### config.mk
export PLATFORM = sky130hd
export DESIGN_NAME = centered_moving_average
export DESIGN_NICKNAME = d
export VERILOG_FILES = /design/src/rtl/cma_pkg.sv /design/src/rtl/centered_moving_average.sv /design/src/rtl/cma_ram.sv
export SDC_FILE = /design/constraint.sdc
export NUM_CORES = 2
export LEC_CHECK = 0
export BUFFER_PORTS_ARGS = -buffer_cell sky130_fd_sc_hd__buf_2
export CAP_MARGIN = 20
export CORE_MARGIN = 2
export CORE_UTILIZATION = 55
export DETAILED_ROUTE_END_ITERATION = 10
export PLACE_DENSITY_LB_ADDON = 0.05
export SETUP_SLACK_MARGIN = 0.5
export SYNTH_ARGS = -nofsm -noshare
export SYNTH_HDL_FRONTEND = slang
export SYNTH_HIERARCHICAL = 1
export SYNTH_SLANG_ARGS = --single-unit
### constraint.sdc
create_clock -name clk -period 11.8 [get_ports clk]
set_input_delay 1.77 -clock clk [delete_from_list [all_inputs] [get_ports clk]]
set_output_delay 1.77 -clock clk [all_outputs]
set_load 0.03 [all_outputs]
### src/rtl/cma_pkg.sv
// Shared types and constants of the centered moving average block.
// No dependencies; used by the top level and the bench.
`default_nettype none

package cma_pkg;

  // Width and reset value of the radius configuration register
  localparam int RADIUS_BITS = 6;
  localparam int RADIUS_RESET = 1;

  // Sequencer states, one-hot
  typedef enum logic [4:0] {
    ST_IDLE   = 5'b00001,
    ST_UPDATE = 5'b00010,
    ST_DIV    = 5'b00100,
    ST_EMIT   = 5'b01000,
    ST_TRAIL  = 5'b10000
  } state_t;

endpackage

`default_nettype wire

### src/rtl/centered_moving_average.sv
// Top level of the centered moving average filter: sequencer, running sum,
// bit-serial divider and output register. Uses cma_pkg and cma_ram.
//
// channel | direction | handshake            | payload
// --------+-----------+----------------------+------------------------------------
// cfg     | in        | cfg_valid/cfg_ready  | cfg_data = radius
// in      | in        | in_tvalid/in_tready  | in_tdata = sample, in_tlast = last
// out     | out       | out_tvalid/out_tready| out_tdata = average, out_tlast = eos
//
// When a sample yields a mean, the restoring divider works it out one quotient
// bit a cycle; -1 results and trailing results go straight to the output
// register while the output is free.
// A stalled output holds the sequencer in its emit states; in_tready is low
// until the sequencer returns to idle. Synchronous active-low reset, no
// clearing pass: ring entries are only read after being written.
`default_nettype none

module centered_moving_average
  import cma_pkg::*;
#(
  parameter int MAX_RADIUS = 63,
  parameter int SAMPLE_BITS = 16
) (
  input  logic                                   clk,
  input  logic                                   rst_n,
  // radius write channel
  input  logic                                   cfg_valid,
  output logic                                   cfg_ready,
  input  logic [RADIUS_BITS-1:0]                 cfg_data,
  // sample stream
  input  logic                                   in_tvalid,
  output logic                                   in_tready,
  input  logic [((SAMPLE_BITS+7)/8)*8-1:0]       in_tdata,   // [SAMPLE_BITS-1:0] sample
  input  logic                                   in_tlast,
  // result stream
  output logic                                   out_tvalid,
  input  logic                                   out_tready,
  output logic [((SAMPLE_BITS+8)/8)*8-1:0]       out_tdata,  // [SAMPLE_BITS:0] average
  output logic                                   out_tlast
);

  localparam int DEPTH = 2 * MAX_RADIUS + 1;
  localparam int PTR_W = $clog2(DEPTH);
  localparam int POS_W = $clog2(DEPTH + 1);
  localparam int RAD_W = $clog2(MAX_RADIUS + 1);
  localparam int SUM_W = SAMPLE_BITS + PTR_W;
  localparam int CNT_W = $clog2(SUM_W + 1);
  localparam int REM_W = POS_W + 1;
  localparam int AVG_W = SAMPLE_BITS + 1;
  localparam int OUT_W = ((SAMPLE_BITS + 8) / 8) * 8;
  localparam logic [AVG_W-1:0] AVG_ONES = '1;

  // Control registers
  state_t             state_r, state_nxt;
  logic [RAD_W-1:0]   radius_r, radius_nxt;
  logic [POS_W-1:0]   win_r, win_nxt;
  logic [POS_W-1:0]   pos_r, pos_nxt;
  logic [PTR_W-1:0]   wp_r, wp_nxt;
  logic [SUM_W-1:0]   sum_r, sum_nxt;
  logic [RAD_W-1:0]   trail_r, trail_nxt;
  logic [CNT_W-1:0]   cnt_r, cnt_nxt;
  logic               out_valid_r, out_valid_nxt;

  // Payload registers
  logic [SAMPLE_BITS-1:0] smp_r, smp_nxt;
  logic                   last_r, last_nxt;
  logic                   sub_r, sub_nxt;
  logic [SUM_W-1:0]       quo_r, quo_nxt;
  logic [REM_W-1:0]       rem_r, rem_nxt;
  logic [AVG_W-1:0]       res_r, res_nxt;
  logic                   res_eos_r, res_eos_nxt;
  logic [AVG_W-1:0]       out_avg_r, out_avg_nxt;
  logic                   out_eos_r, out_eos_nxt;

  // Ring port signals
  logic                   ram_wr_en;
  logic                   ram_rd_en;
  logic [PTR_W-1:0]       ram_rd_addr;
  logic [SAMPLE_BITS-1:0] ram_rd_data;

  // Datapath helpers
  logic                   in_fire;
  logic                   cfg_fire;
  logic                   out_free;
  logic [POS_W-1:0]       r_ext;
  logic                   has_reg;
  logic                   is_avg;
  logic [SUM_W-1:0]       sum_upd;
  logic [SUM_W-1:0]       sub_val;
  logic [REM_W-1:0]       rem_shift;
  logic                   rem_ge;
  logic [SUM_W-1:0]       quo_shift;
  logic [RAD_W-1:0]       cfg_radius;

  assign cfg_ready = (state_r == ST_IDLE);
  assign in_tready = (state_r == ST_IDLE) && !cfg_valid;
  assign cfg_fire  = cfg_valid && cfg_ready;
  assign in_fire   = in_tvalid && in_tready;
  assign out_free  = !out_valid_r || out_tready;

  // Saturate the written radius to MAX_RADIUS
  assign cfg_radius = (int'(cfg_data) > MAX_RADIUS) ? RAD_W'(MAX_RADIUS) : RAD_W'(cfg_data);

  // Old sample address: write pointer minus window length, modulo ring depth
  always_comb begin
    if (PTR_W'(wp_r) >= PTR_W'(win_r)) begin
      ram_rd_addr = wp_r - PTR_W'(win_r);
    end else begin
      ram_rd_addr = PTR_W'(int'(wp_r) + DEPTH - int'(win_r));
    end
  end
  assign ram_rd_en = in_fire && (pos_r >= win_r);
  assign ram_wr_en = (state_r == ST_UPDATE);

  // Running sum update and position classification
  assign r_ext   = POS_W'(radius_r);
  assign has_reg = pos_r >= r_ext;
  assign is_avg  = pos_r >= (r_ext << 1);
  assign sub_val = sub_r ? SUM_W'(ram_rd_data) : '0;
  assign sum_upd = sum_r - sub_val + SUM_W'(smp_r);

  // One step of the restoring divider
  assign rem_shift = {rem_r[REM_W-2:0], quo_r[SUM_W-1]};
  assign rem_ge    = rem_shift >= REM_W'(win_r);
  assign quo_shift = {quo_r[SUM_W-2:0], rem_ge};

  // Sequencer
  always_comb begin
    state_nxt     = state_r;
    radius_nxt    = radius_r;
    win_nxt       = win_r;
    pos_nxt       = pos_r;
    wp_nxt        = wp_r;
    sum_nxt       = sum_r;
    trail_nxt     = trail_r;
    cnt_nxt       = cnt_r;
    out_valid_nxt = out_valid_r;
    smp_nxt       = smp_r;
    last_nxt      = last_r;
    sub_nxt       = sub_r;
    quo_nxt       = quo_r;
    rem_nxt       = rem_r;
    res_nxt       = res_r;
    res_eos_nxt   = res_eos_r;
    out_avg_nxt   = out_avg_r;
    out_eos_nxt   = out_eos_r;

    // Drop the output once taken
    if (out_valid_r && out_tready) begin
      out_valid_nxt = 1'b0;
    end

    case (state_r)
      ST_IDLE: begin
        if (cfg_fire) begin
          radius_nxt = cfg_radius;
          win_nxt    = POS_W'({cfg_radius, 1'b1});
          pos_nxt    = '0;
          wp_nxt     = '0;
          sum_nxt    = '0;
        end else if (in_fire) begin
          smp_nxt   = in_tdata[SAMPLE_BITS-1:0];
          last_nxt  = in_tlast;
          sub_nxt   = pos_r >= win_r;
          state_nxt = ST_UPDATE;
        end
      end

      ST_UPDATE: begin
        // Advance the sum, pointer and position, or restart on the last sample
        if (last_r) begin
          sum_nxt = '0;
          wp_nxt  = '0;
          pos_nxt = '0;
        end else begin
          sum_nxt = sum_upd;
          wp_nxt  = (int'(wp_r) == DEPTH - 1) ? '0 : wp_r + 1'b1;
          pos_nxt = (pos_r >= win_r) ? win_r : pos_r + 1'b1;
        end
        if (last_r) begin
          trail_nxt = has_reg ? radius_r : RAD_W'(pos_r + 1'b1);
        end else begin
          trail_nxt = '0;
        end
        quo_nxt = sum_upd;
        rem_nxt = '0;
        cnt_nxt = CNT_W'(SUM_W);
        if (is_avg) begin
          state_nxt = ST_DIV;
        end else if (has_reg) begin
          res_nxt     = AVG_ONES;
          res_eos_nxt = 1'b0;
          state_nxt   = ST_EMIT;
        end else if (last_r) begin
          state_nxt = ST_TRAIL;
        end else begin
          state_nxt = ST_IDLE;
        end
      end

      ST_DIV: begin
        rem_nxt = rem_ge ? rem_shift - REM_W'(win_r) : rem_shift;
        quo_nxt = quo_shift;
        cnt_nxt = cnt_r - 1'b1;
        if (cnt_r == CNT_W'(1)) begin
          res_nxt     = {1'b0, quo_shift[SAMPLE_BITS-1:0]};
          res_eos_nxt = last_r && (trail_r == '0);
          state_nxt   = ST_EMIT;
        end
      end

      ST_EMIT: begin
        if (out_free) begin
          out_valid_nxt = 1'b1;
          out_avg_nxt   = res_r;
          out_eos_nxt   = res_eos_r;
          state_nxt     = (trail_r != '0) ? ST_TRAIL : ST_IDLE;
        end
      end

      ST_TRAIL: begin
        if (out_free) begin
          out_valid_nxt = 1'b1;
          out_avg_nxt   = AVG_ONES;
          out_eos_nxt   = (trail_r == RAD_W'(1));
          trail_nxt     = trail_r - 1'b1;
          if (trail_r == RAD_W'(1)) begin
            state_nxt = ST_IDLE;
          end
        end
      end

      default: begin
        state_nxt = ST_IDLE;
      end
    endcase
  end

  // Control state with reset
  always_ff @(posedge clk) begin
    if (!rst_n) begin
      state_r     <= ST_IDLE;
      radius_r    <= RAD_W'(RADIUS_RESET);
      win_r       <= POS_W'(2 * RADIUS_RESET + 1);
      pos_r       <= '0;
      wp_r        <= '0;
      sum_r       <= '0;
      trail_r     <= '0;
      cnt_r       <= '0;
      out_valid_r <= 1'b0;
    end else begin
      state_r     <= state_nxt;
      radius_r    <= radius_nxt;
      win_r       <= win_nxt;
      pos_r       <= pos_nxt;
      wp_r        <= wp_nxt;
      sum_r       <= sum_nxt;
      trail_r     <= trail_nxt;
      cnt_r       <= cnt_nxt;
      out_valid_r <= out_valid_nxt;
    end
  end

  // Payload without reset
  always_ff @(posedge clk) begin
    smp_r     <= smp_nxt;
    last_r    <= last_nxt;
    sub_r     <= sub_nxt;
    quo_r     <= quo_nxt;
    rem_r     <= rem_nxt;
    res_r     <= res_nxt;
    res_eos_r <= res_eos_nxt;
    out_avg_r <= out_avg_nxt;
    out_eos_r <= out_eos_nxt;
  end

  // Sample ring
  cma_ram #(
    .WIDTH (SAMPLE_BITS),
    .DEPTH (DEPTH),
    .ADDR_W(PTR_W)
  ) u_ring (
    .clk    (clk),
    .wr_en  (ram_wr_en),
    .wr_addr(wp_r),
    .wr_data(smp_r),
    .rd_en  (ram_rd_en),
    .rd_addr(ram_rd_addr),
    .rd_data(ram_rd_data)
  );

  assign out_tvalid = out_valid_r;
  assign out_tdata  = OUT_W'(out_avg_r);
  assign out_tlast  = out_eos_r;

endmodule

`default_nettype wire

### src/rtl/cma_ram.sv
// Generic single-write, single-read RAM with registered read data.
// No dependencies; holds the sample ring of the moving average.
`default_nettype none

module cma_ram #(
  parameter int WIDTH = 16,
  parameter int DEPTH = 127,
  parameter int ADDR_W = $clog2(DEPTH)
) (
  input  logic              clk,
  input  logic              wr_en,
  input  logic [ADDR_W-1:0] wr_addr,
  input  logic [WIDTH-1:0]  wr_data,
  input  logic              rd_en,
  input  logic [ADDR_W-1:0] rd_addr,
  output logic [WIDTH-1:0]  rd_data
);

  logic [WIDTH-1:0] mem [DEPTH];

  // Write port
  always_ff @(posedge clk) begin
    if (wr_en) begin
      mem[wr_addr] <= wr_data;
    end
  end

  // Registered read port
  always_ff @(posedge clk) begin
    if (rd_en) begin
      rd_data <= mem[rd_addr];
    end
  end

endmodule

`default_nettype wire

; After elaboration in Yosys (flattened, before gate mapping)
; Memories as Yosys holds them, arrays and structs flattened. A register that Yosys moved wholly into a read port is not among the register bits.
; Cells that the tools add are included.
[word_totals]
out_inout_bits = 28
ff_bits = 144
elab_cells = 124
memories = 1
inputBits = 28
ramBits = 2032
[classes]
addsub = 10
bitwise = 1
n_mux = 50
n_eq_ne = 17
reduce_logical = 23
n_lt_le_gt_ge = 5
[mem_list]
columns = name, words, word_bits, rd, rd_ports_with_merged_regs, wr, line
row1 = u_ring.mem, 127, 16, 1, 1, 1, cma_ram.sv:19  ; logic [WIDTH-1:0] mem [DEPTH];
[ops]
columns = operator, n
row1 = $pmux W23 S2, 2
row2 = $mux W17, 5
row3 = $pmux W17 S2, 2
row4 = $mux W5, 10
row5 = $mux W7, 7
row6 = $mux W23, 2
row7 = $pmux W7 S2, 3
row8 = $pmux W5 S5, 1
row9 = $add A23 B16 Y23, 1
row10 = $sub A23 B16 Y23, 1
row11 = $ge A7 B7 Y1, 3
row12 = $sub A7 B7 Y7, 3
row13 = $mux W6, 3
row14 = $mux W16, 1
row15 = $add A7 B1 Y7 const B, 2
row16 = $ne A2 B2 Y1 const B, 6
row17 = $pmux W6 S2, 1
row18 = $eq A5 B1 Y1 const B, 2
row19 = $mux W1, 10
row20 = $pmux W5 S2, 1
row21 = $ge A8 B7 Y1, 1
row22 = $reduce_bool A2 Y1, 4
row23 = $add A7 B7 Y7 const B, 1
row24 = $eq A7 B2 Y1 const B, 1
row25 = other kinds (21), 33

; Depth between registers and ports, before layout
[logic_depth]
depth_word = 6
depth_mapped = 19
mapped_depth_nobuf = 16

; Modules after synthesis
; The synthesis kept the hierarchy.
[modules_own_cells]
columns = mod, n_inst, area_each_um2, cells_each, seq_area_each_um2
row1 = cma_ram, 1, 78701.7, 3436, 61499.0
row2 = centered_moving_average, 1, 8541.9, 881, 3723.6

; Worst setup path after synthesis
; OpenSTA, ideal clock, no wires.
[synth_path]
path_type = reg-to-reg
startpoint = register smp_r[12]
endpoint = register quo_r[19] (data pin)
required_time_ns = 11.540
arrival_time_ns = 4.482
period_less_slack_ns = 4.743
n_path_buf = 1
path_stages_with_launch = 13
setup_ns = 0.260
path_slack_ns = 7.057
cell_sequence = edfxtp_1 inv_1 fa_1 inv_1 ha_1 buf_6 a21o_1 a311o_1 a311o_1 a21oi_1 a21boi_2 xnor2_1 mux2_4
[synth_via]
elab_chain_len = 2
[synth_rtl]
columns = element, line
row1 = "start, declared", centered_moving_average.sv:65  ; logic [SAMPLE_BITS-1:0] smp_r, smp_nxt;
row2 = "start signal, assigned", centered_moving_average.sv:266  ; smp_r <= smp_nxt;
row3 = $add A23 B16 Y23, centered_moving_average.sv:120  ; assign sum_upd = sum_r - sub_val + SUM_W'(smp_r);
row4 = $pmux W23 S2, centered_moving_average.sv:153  ; case (state_r)
row5 = via quo_nxt[19], centered_moving_average.sv:68  ; logic [SUM_W-1:0] quo_r, quo_nxt;
row6 = "end signal, assigned", centered_moving_average.sv:269  ; quo_r <= quo_nxt;
row7 = "end, declared", centered_moving_average.sv:68
; The timed path passes the listed nets, and every way through them passes these cells.
; A chain may end at the register's enable or synchronous reset.

; Worst setup path in the final report
[layout_path]
startpoint = register win_r[1]
endpoint = register u_ring.rd_data[15], read port of u_ring.mem (data pin)
[layout_via]
elab_chain_len = 2
word_cells_on_any_way = 6
cone_classes = add/sub: 2 / order compare: 2 / mux: 1 / reduce/logical: 1
[layout_rtl]
columns = element, line
row1 = "start, declared", centered_moving_average.sv:56  ; logic [POS_W-1:0] win_r, win_nxt;
row2 = "start signal, assigned", centered_moving_average.sv:244  ; win_r <= POS_W'(2 * RADIUS_RESET + 1);
row3 = "start signal, assigned", centered_moving_average.sv:254  ; win_r <= win_nxt;
row4 = $ge A7 B7 Y1, centered_moving_average.sv:106  ; if (PTR_W'(wp_r) >= PTR_W'(win_r)) begin
row5 = $mux W7, centered_moving_average.sv:106
row6 = via ram_rd_addr[0], centered_moving_average.sv:78  ; logic [PTR_W-1:0] ram_rd_addr;
row7 = "end, declared", cma_ram.sv:16  ; output logic [WIDTH-1:0] rd_data
; The timed path passes the listed nets, and every way through them passes these cells.

==> impl_results.html <==
<table>
<tr><th>Metric</th><th>Value</th></tr>
<tr><th colspan="2">Power</th></tr>
<tr><td>Overall Power</td><td>roughly 19000 uW</td></tr>
<tr><td>Leakage power</td><td>~0.032 uW</td></tr>
<tr><td>Worst-case vdd ir drop</td><td>~0.23 mV</td></tr>
<tr><td>Power Dens Cells</td><td>196 nW/um2</td></tr>
<tr><th colspan="2">STA</th></tr>
<tr><td>Highest achievable clock rate</td><td>between 100 and 150 MHz</td></tr>
<tr><td>Endpoints failing hold</td><td>0</td></tr>
<tr><td>Final setup violation count</td><td>0</td></tr>
<tr><td>Share of the clock period used by the worst path after layout</td><td>0.593</td></tr>
<tr><td>Period minus WS final</td><td>around 7.0 ns</td></tr>
<tr><td>Number of pins with negative max-slew slack in the final report</td><td>0</td></tr>
<tr><td>Post-route worst hold slack</td><td>0.477 ns</td></tr>
<tr><td>Final TNS setup</td><td>0 ns</td></tr>
<tr><td>Transition time of the tightest slew-check pin</td><td>approximately 1.2 ns</td></tr>
<tr><td>Post-route clock skew</td><td>~0.027 ns</td></tr>
<tr><td>Setup repair after global routing missed its margin</td><td>no</td></tr>
<tr><td>Slew Limit Headroom</td><td>0.189</td></tr>
<tr><th colspan="2">Logic synthesis</th></tr>
<tr><td>Leading post-synthesis cells by cell area</td><td>edfxtp_1 (73%), mux4_2 (13%), mux2i_1 (1.4%)</td></tr>
<tr><td>Sequential-to-total area share from yosys stat</td><td>0.748</td></tr>
<tr><td>Post-synth EDFFs</td><td>2132</td></tr>
<tr><td>Average instance area after synthesis</td><td>20.2 um2</td></tr>
<tr><td>Async set or reset register ratio after synthesis</td><td>0</td></tr>
<tr><td>Total standard cell area after synthesis</td><td>87200 um2</td></tr>
<tr><td>Count of synthesis-stage warnings from yosys</td><td>6</td></tr>
<tr><td>Number of distinct library cells after synthesis</td><td>70</td></tr>
<tr><td>Cell count after synthesis</td><td>roughly 4300</td></tr>
<tr><td>Seq cells post-synth</td><td>between 2000 and 2500</td></tr>
<tr><td>Post-synthesis cell type with the largest combined area</td><td>edfxtp_1</td></tr>
<tr><td>Area share of the leading cell type in the synthesized netlist</td><td>0.734</td></tr>
<tr><td>Primary flip-flop cell chosen by synthesis mapping</td><td>edfxtp_1</td></tr>
<tr><th colspan="2">CTS</th></tr>
<tr><td>Clock sinks</td><td>approximately 2200</td></tr>
<tr><td>Max Root-Sink Buffers</td><td>3</td></tr>
<tr><td>Count of buffers added by post-CTS timing repair for setup</td><td>0</td></tr>
<tr><td>Skew-Pair Late Insertion Delay</td><td>about 0.84 ns</td></tr>
<tr><td>Total number of H-tree levels</td><td>4</td></tr>
<tr><td>TritonCTS clock tree</td><td>done</td></tr>
<tr><td>Number of buffers created by CTS</td><td>217</td></tr>
<tr><td>Clock-pin slew reported for the worst setup and hold paths after clock tree synthesis</td><td>approximately 0.06 ns</td></tr>
<tr><td>Count of cells resized by post-cts repair</td><td>0</td></tr>
<tr><td>Clock root buffer master</td><td>clkbuf_16</td></tr>
<tr><td>Number of hold-repair buffers added at the cts stage</td><td>0</td></tr>
<tr><th colspan="2">Outcome</th></tr>
<tr><td>Result of the run</td><td>complete, no violations</td></tr>
<tr><th colspan="2">Floorplan</th></tr>
<tr><td>Die Footprint</td><td>162000 um2</td></tr>
<tr><td>Vertical extent of the die</td><td>about 400 um</td></tr>
<tr><td>Core Area</td><td>between 150000 and 200000 um2</td></tr>
<tr><td>I/O pins</td><td>56</td></tr>
<tr><td>Width of the die</td><td>402 um</td></tr>
<tr><td>Num rows</td><td>~150</td></tr>
<tr><td>Initial core utilization</td><td>0.552</td></tr>
<tr><th colspan="2">Setup path</th></tr>
<tr><td>Top fanout value on the critical path</td><td>78</td></tr>
<tr><td>Kind of end point of the critical path</td><td>flip-flop</td></tr>
<tr><td>Top cell family by delay on the critical path</td><td>compound AO/OA/AOI/OAI gates</td></tr>
<tr><td>Slowest cell on the critical path</td><td>a2111oi_0</td></tr>
<tr><td>WS Path Type</td><td>flip-flop to flip-flop</td></tr>
<tr><td>Arr. time, crit path</td><td>~7.5 ns</td></tr>
<tr><td>Worst Path Required</td><td>between 10 and 15 ns</td></tr>
<tr><td>Slowest Stage Delay on Critical Path</td><td>roughly 0.92 ns</td></tr>
<tr><td>Number of buffers and inverters on the critical path</td><td>4</td></tr>
<tr><td>Cells along the critical path</td><td>inv_1 -&gt; ha_1 -&gt; fa_1 -&gt; a21o_1 -&gt; a221oi_1 -&gt; o21bai_1 -&gt; a21oi_1 -&gt; xnor2_2 -&gt; buf_12 -&gt; buf_4 -&gt; buf_4 -&gt; mux4_2 -&gt; a22oi_1 -&gt; a21oi_1 -&gt; a2111oi_0 -&gt; a221oi_1</td></tr>
<tr><td>CP startpoint kind</td><td>flip-flop</td></tr>
<tr><th colspan="2">Place</th></tr>
<tr><td>Half-perimeter wire length after placement</td><td>125 mm</td></tr>
<tr><td>Port Buffer Count</td><td>48</td></tr>
<tr><td>Weighted congestion at the end of routability-driven global placement</td><td>slightly below 0.9</td></tr>
<tr><th colspan="2">Global route</th></tr>
<tr><td>Overflow left after global routing</td><td>0</td></tr>
<tr><td>Maximum number of pins on one net before global-route repair</td><td>around 130</td></tr>
<tr><td>Global-route wire length before repair</td><td>311 mm</td></tr>
<tr><td>Vias in the first global route</td><td>around 43000</td></tr>
<tr><td>Initial antenna violation count</td><td>14</td></tr>
<tr><td>Total global routing track utilization</td><td>0.269</td></tr>
<tr><th colspan="2">Layout</th></tr>
<tr><td>Layout cells sized above 1</td><td>0.239</td></tr>
<tr><td>Number of nets in the layout</td><td>4683</td></tr>
<tr><td>Final core occ</td><td>0.619</td></tr>
<tr><td>Area of the multi-input gates</td><td>20600 um2</td></tr>
<tr><td>Register area</td><td>65200 um2</td></tr>
<tr><td>Most frequent standard cell in the layout excluding fill and tap cells</td><td>edfxtp_1</td></tr>
<tr><td>Commonest cells after routing, fill and taps aside</td><td>edfxtp_1 (2132), mux4_2 (521), clkbuf_16 (220)</td></tr>
<tr><td>Growth of design area from synthesis to finish</td><td>12.1%</td></tr>
<tr><td>Number of fill cells</td><td>approximately 11000</td></tr>
<tr><th colspan="2">Detailed routing</th></tr>
<tr><td>DRC violation count after routing</td><td>0</td></tr>
<tr><td>Wire length per cell</td><td>between 30 and 40 um</td></tr>
<tr><td>DR vias/cell</td><td>between 6 and 7</td></tr>
<tr><td>Wire length after detailed routing</td><td>roughly 220 mm</td></tr>
<tr><td>Vias after detailed routing</td><td>approximately 44000</td></tr>
<tr><td>Initial drt markers</td><td>5261</td></tr>
<tr><td>DR pass1 iterations</td><td>6</td></tr>
<tr><td>Antenna-violating nets left</td><td>0</td></tr>
<tr><th colspan="2">Worst hold path</th></tr>
<tr><td>Class of the tightest hold or removal check</td><td>flip-flop to flip-flop</td></tr>
<tr><th colspan="2">Run</th></tr>
<tr><td>Max cap viols</td><td>0</td></tr>
</table>
-- metrics by stage --
stage	worst slack (ns)	std cells	area [um2]
floorplan	7.06	4323	87300
detailed placement	4.78	6430	90800
finish	4.80	6842	97800
global route	4.39	6832	97800
CTS	4.79	6830	97700
global placement	4.46	6416	90700
-- synthesized netlist by cell type, types with 46 or more instances --
cell	number
nand2_1	105
mux4_2	521
buf_2	48
a21oi_1	94
clkbuf_1	94
ha_1	57
a22oi_1	70
edfxtp_1	2132
nor2_1	202
buf_4	46
inv_1	98
mux2i_1	126
nor2b_1	47
o21ai_0	59
dfxtp_1	60
a211oi_1	63
-- cells by family (layout without fill, tap and decap cells) --
family | Yosys count | count (layout) | synth area share
simple gates | 528 | 528 | 0.0283
compound gates | 482 | 482 | 0.0374
fa+ha+maj | 76 | 76 | 0.0125
xor+xnor | 36 | 36 | 0.00361
mux | 669 | 669 | 0.152
flops | 2192 | 2192 | 0.748
buf+inv | 333 | 770 | 0.0187
other cells | 1 | 17 | 0.0000430
-- routing by layer --
metal,part of all wire,GRT usage,vias up
li1,-,-,18298
met2,0.46,0.405,1855
met3,0.082,0.0436,298
met4,0.027,0.0745,2
met5,0.000037,0,-
met1,0.43,0.414,23339
-- final timing paths --
path	start	endpoint	slack, ns	depth (start not counted)
hold / removal	sum_r[15]$_SDFFE_PN0P_	sum_r[15]$_SDFFE_PN0P_	0.48	1
setup / recovery	win_r[1]$_SDFFE_PN1P_	u_ring/rd_data[15]$_DFFE_PP_	4.80	16
hold reg to reg	sum_r[15]$_SDFFE_PN0P_	sum_r[15]$_SDFFE_PN0P_	0.48	1
setup reg to reg	win_r[1]$_SDFFE_PN1P_	u_ring/rd_data[15]$_DFFE_PP_	4.80	16
-- report_power, final --
group,leakage [uW],switching [uW],internal [uW]
combinational,0.00858,2210,1620
sequential,0.0197,15.5,8630
clock,0.00334,2900,3810
total,0.0316,5130,14100
-- cell type report --
cell class / instances / share of cell area
inverter: 102 / 0.00392
tap: 2072 / 0.0265
multi-input combinational: 1798 / 0.210
clock buffer: 275 / 0.0584
timing repair buffer: 268 / 0.0214
clock inverter: 125 / 0.0121
sequential: 2192 / 0.667
antenna: 10 / 0.000256
-- sequential cells by signal, indices dropped and copies added, names as in the netlist, 6 cells and up --
register        flops
wp_r                7
res_r              17
sum_r              23
u_ring/rd_data     16
rem_r               7
trail_r             6
pos_r               7
u_ring/mem       2032
win_r               6
smp_r              16
out_avg_r          17
quo_r              23
-- worst register-to-register path, cell delays in order (launching register included) --
cell	delay (ns)
dfxtp_1	0.43
inv_1	0.19
ha_1	0.29
fa_1	0.40
a21o_1	0.21
a221oi_1	0.43
o21bai_1	0.10
a21oi_1	0.64
xnor2_2	0.25
buf_12	0.50
buf_4	0.70
buf_4	0.55
mux4_2	0.57
a22oi_1	0.22
a21oi_1	0.19
a2111oi_0	0.92
a221oi_1	0.12
No activity file was read; power rests on OpenSTA's default activity.
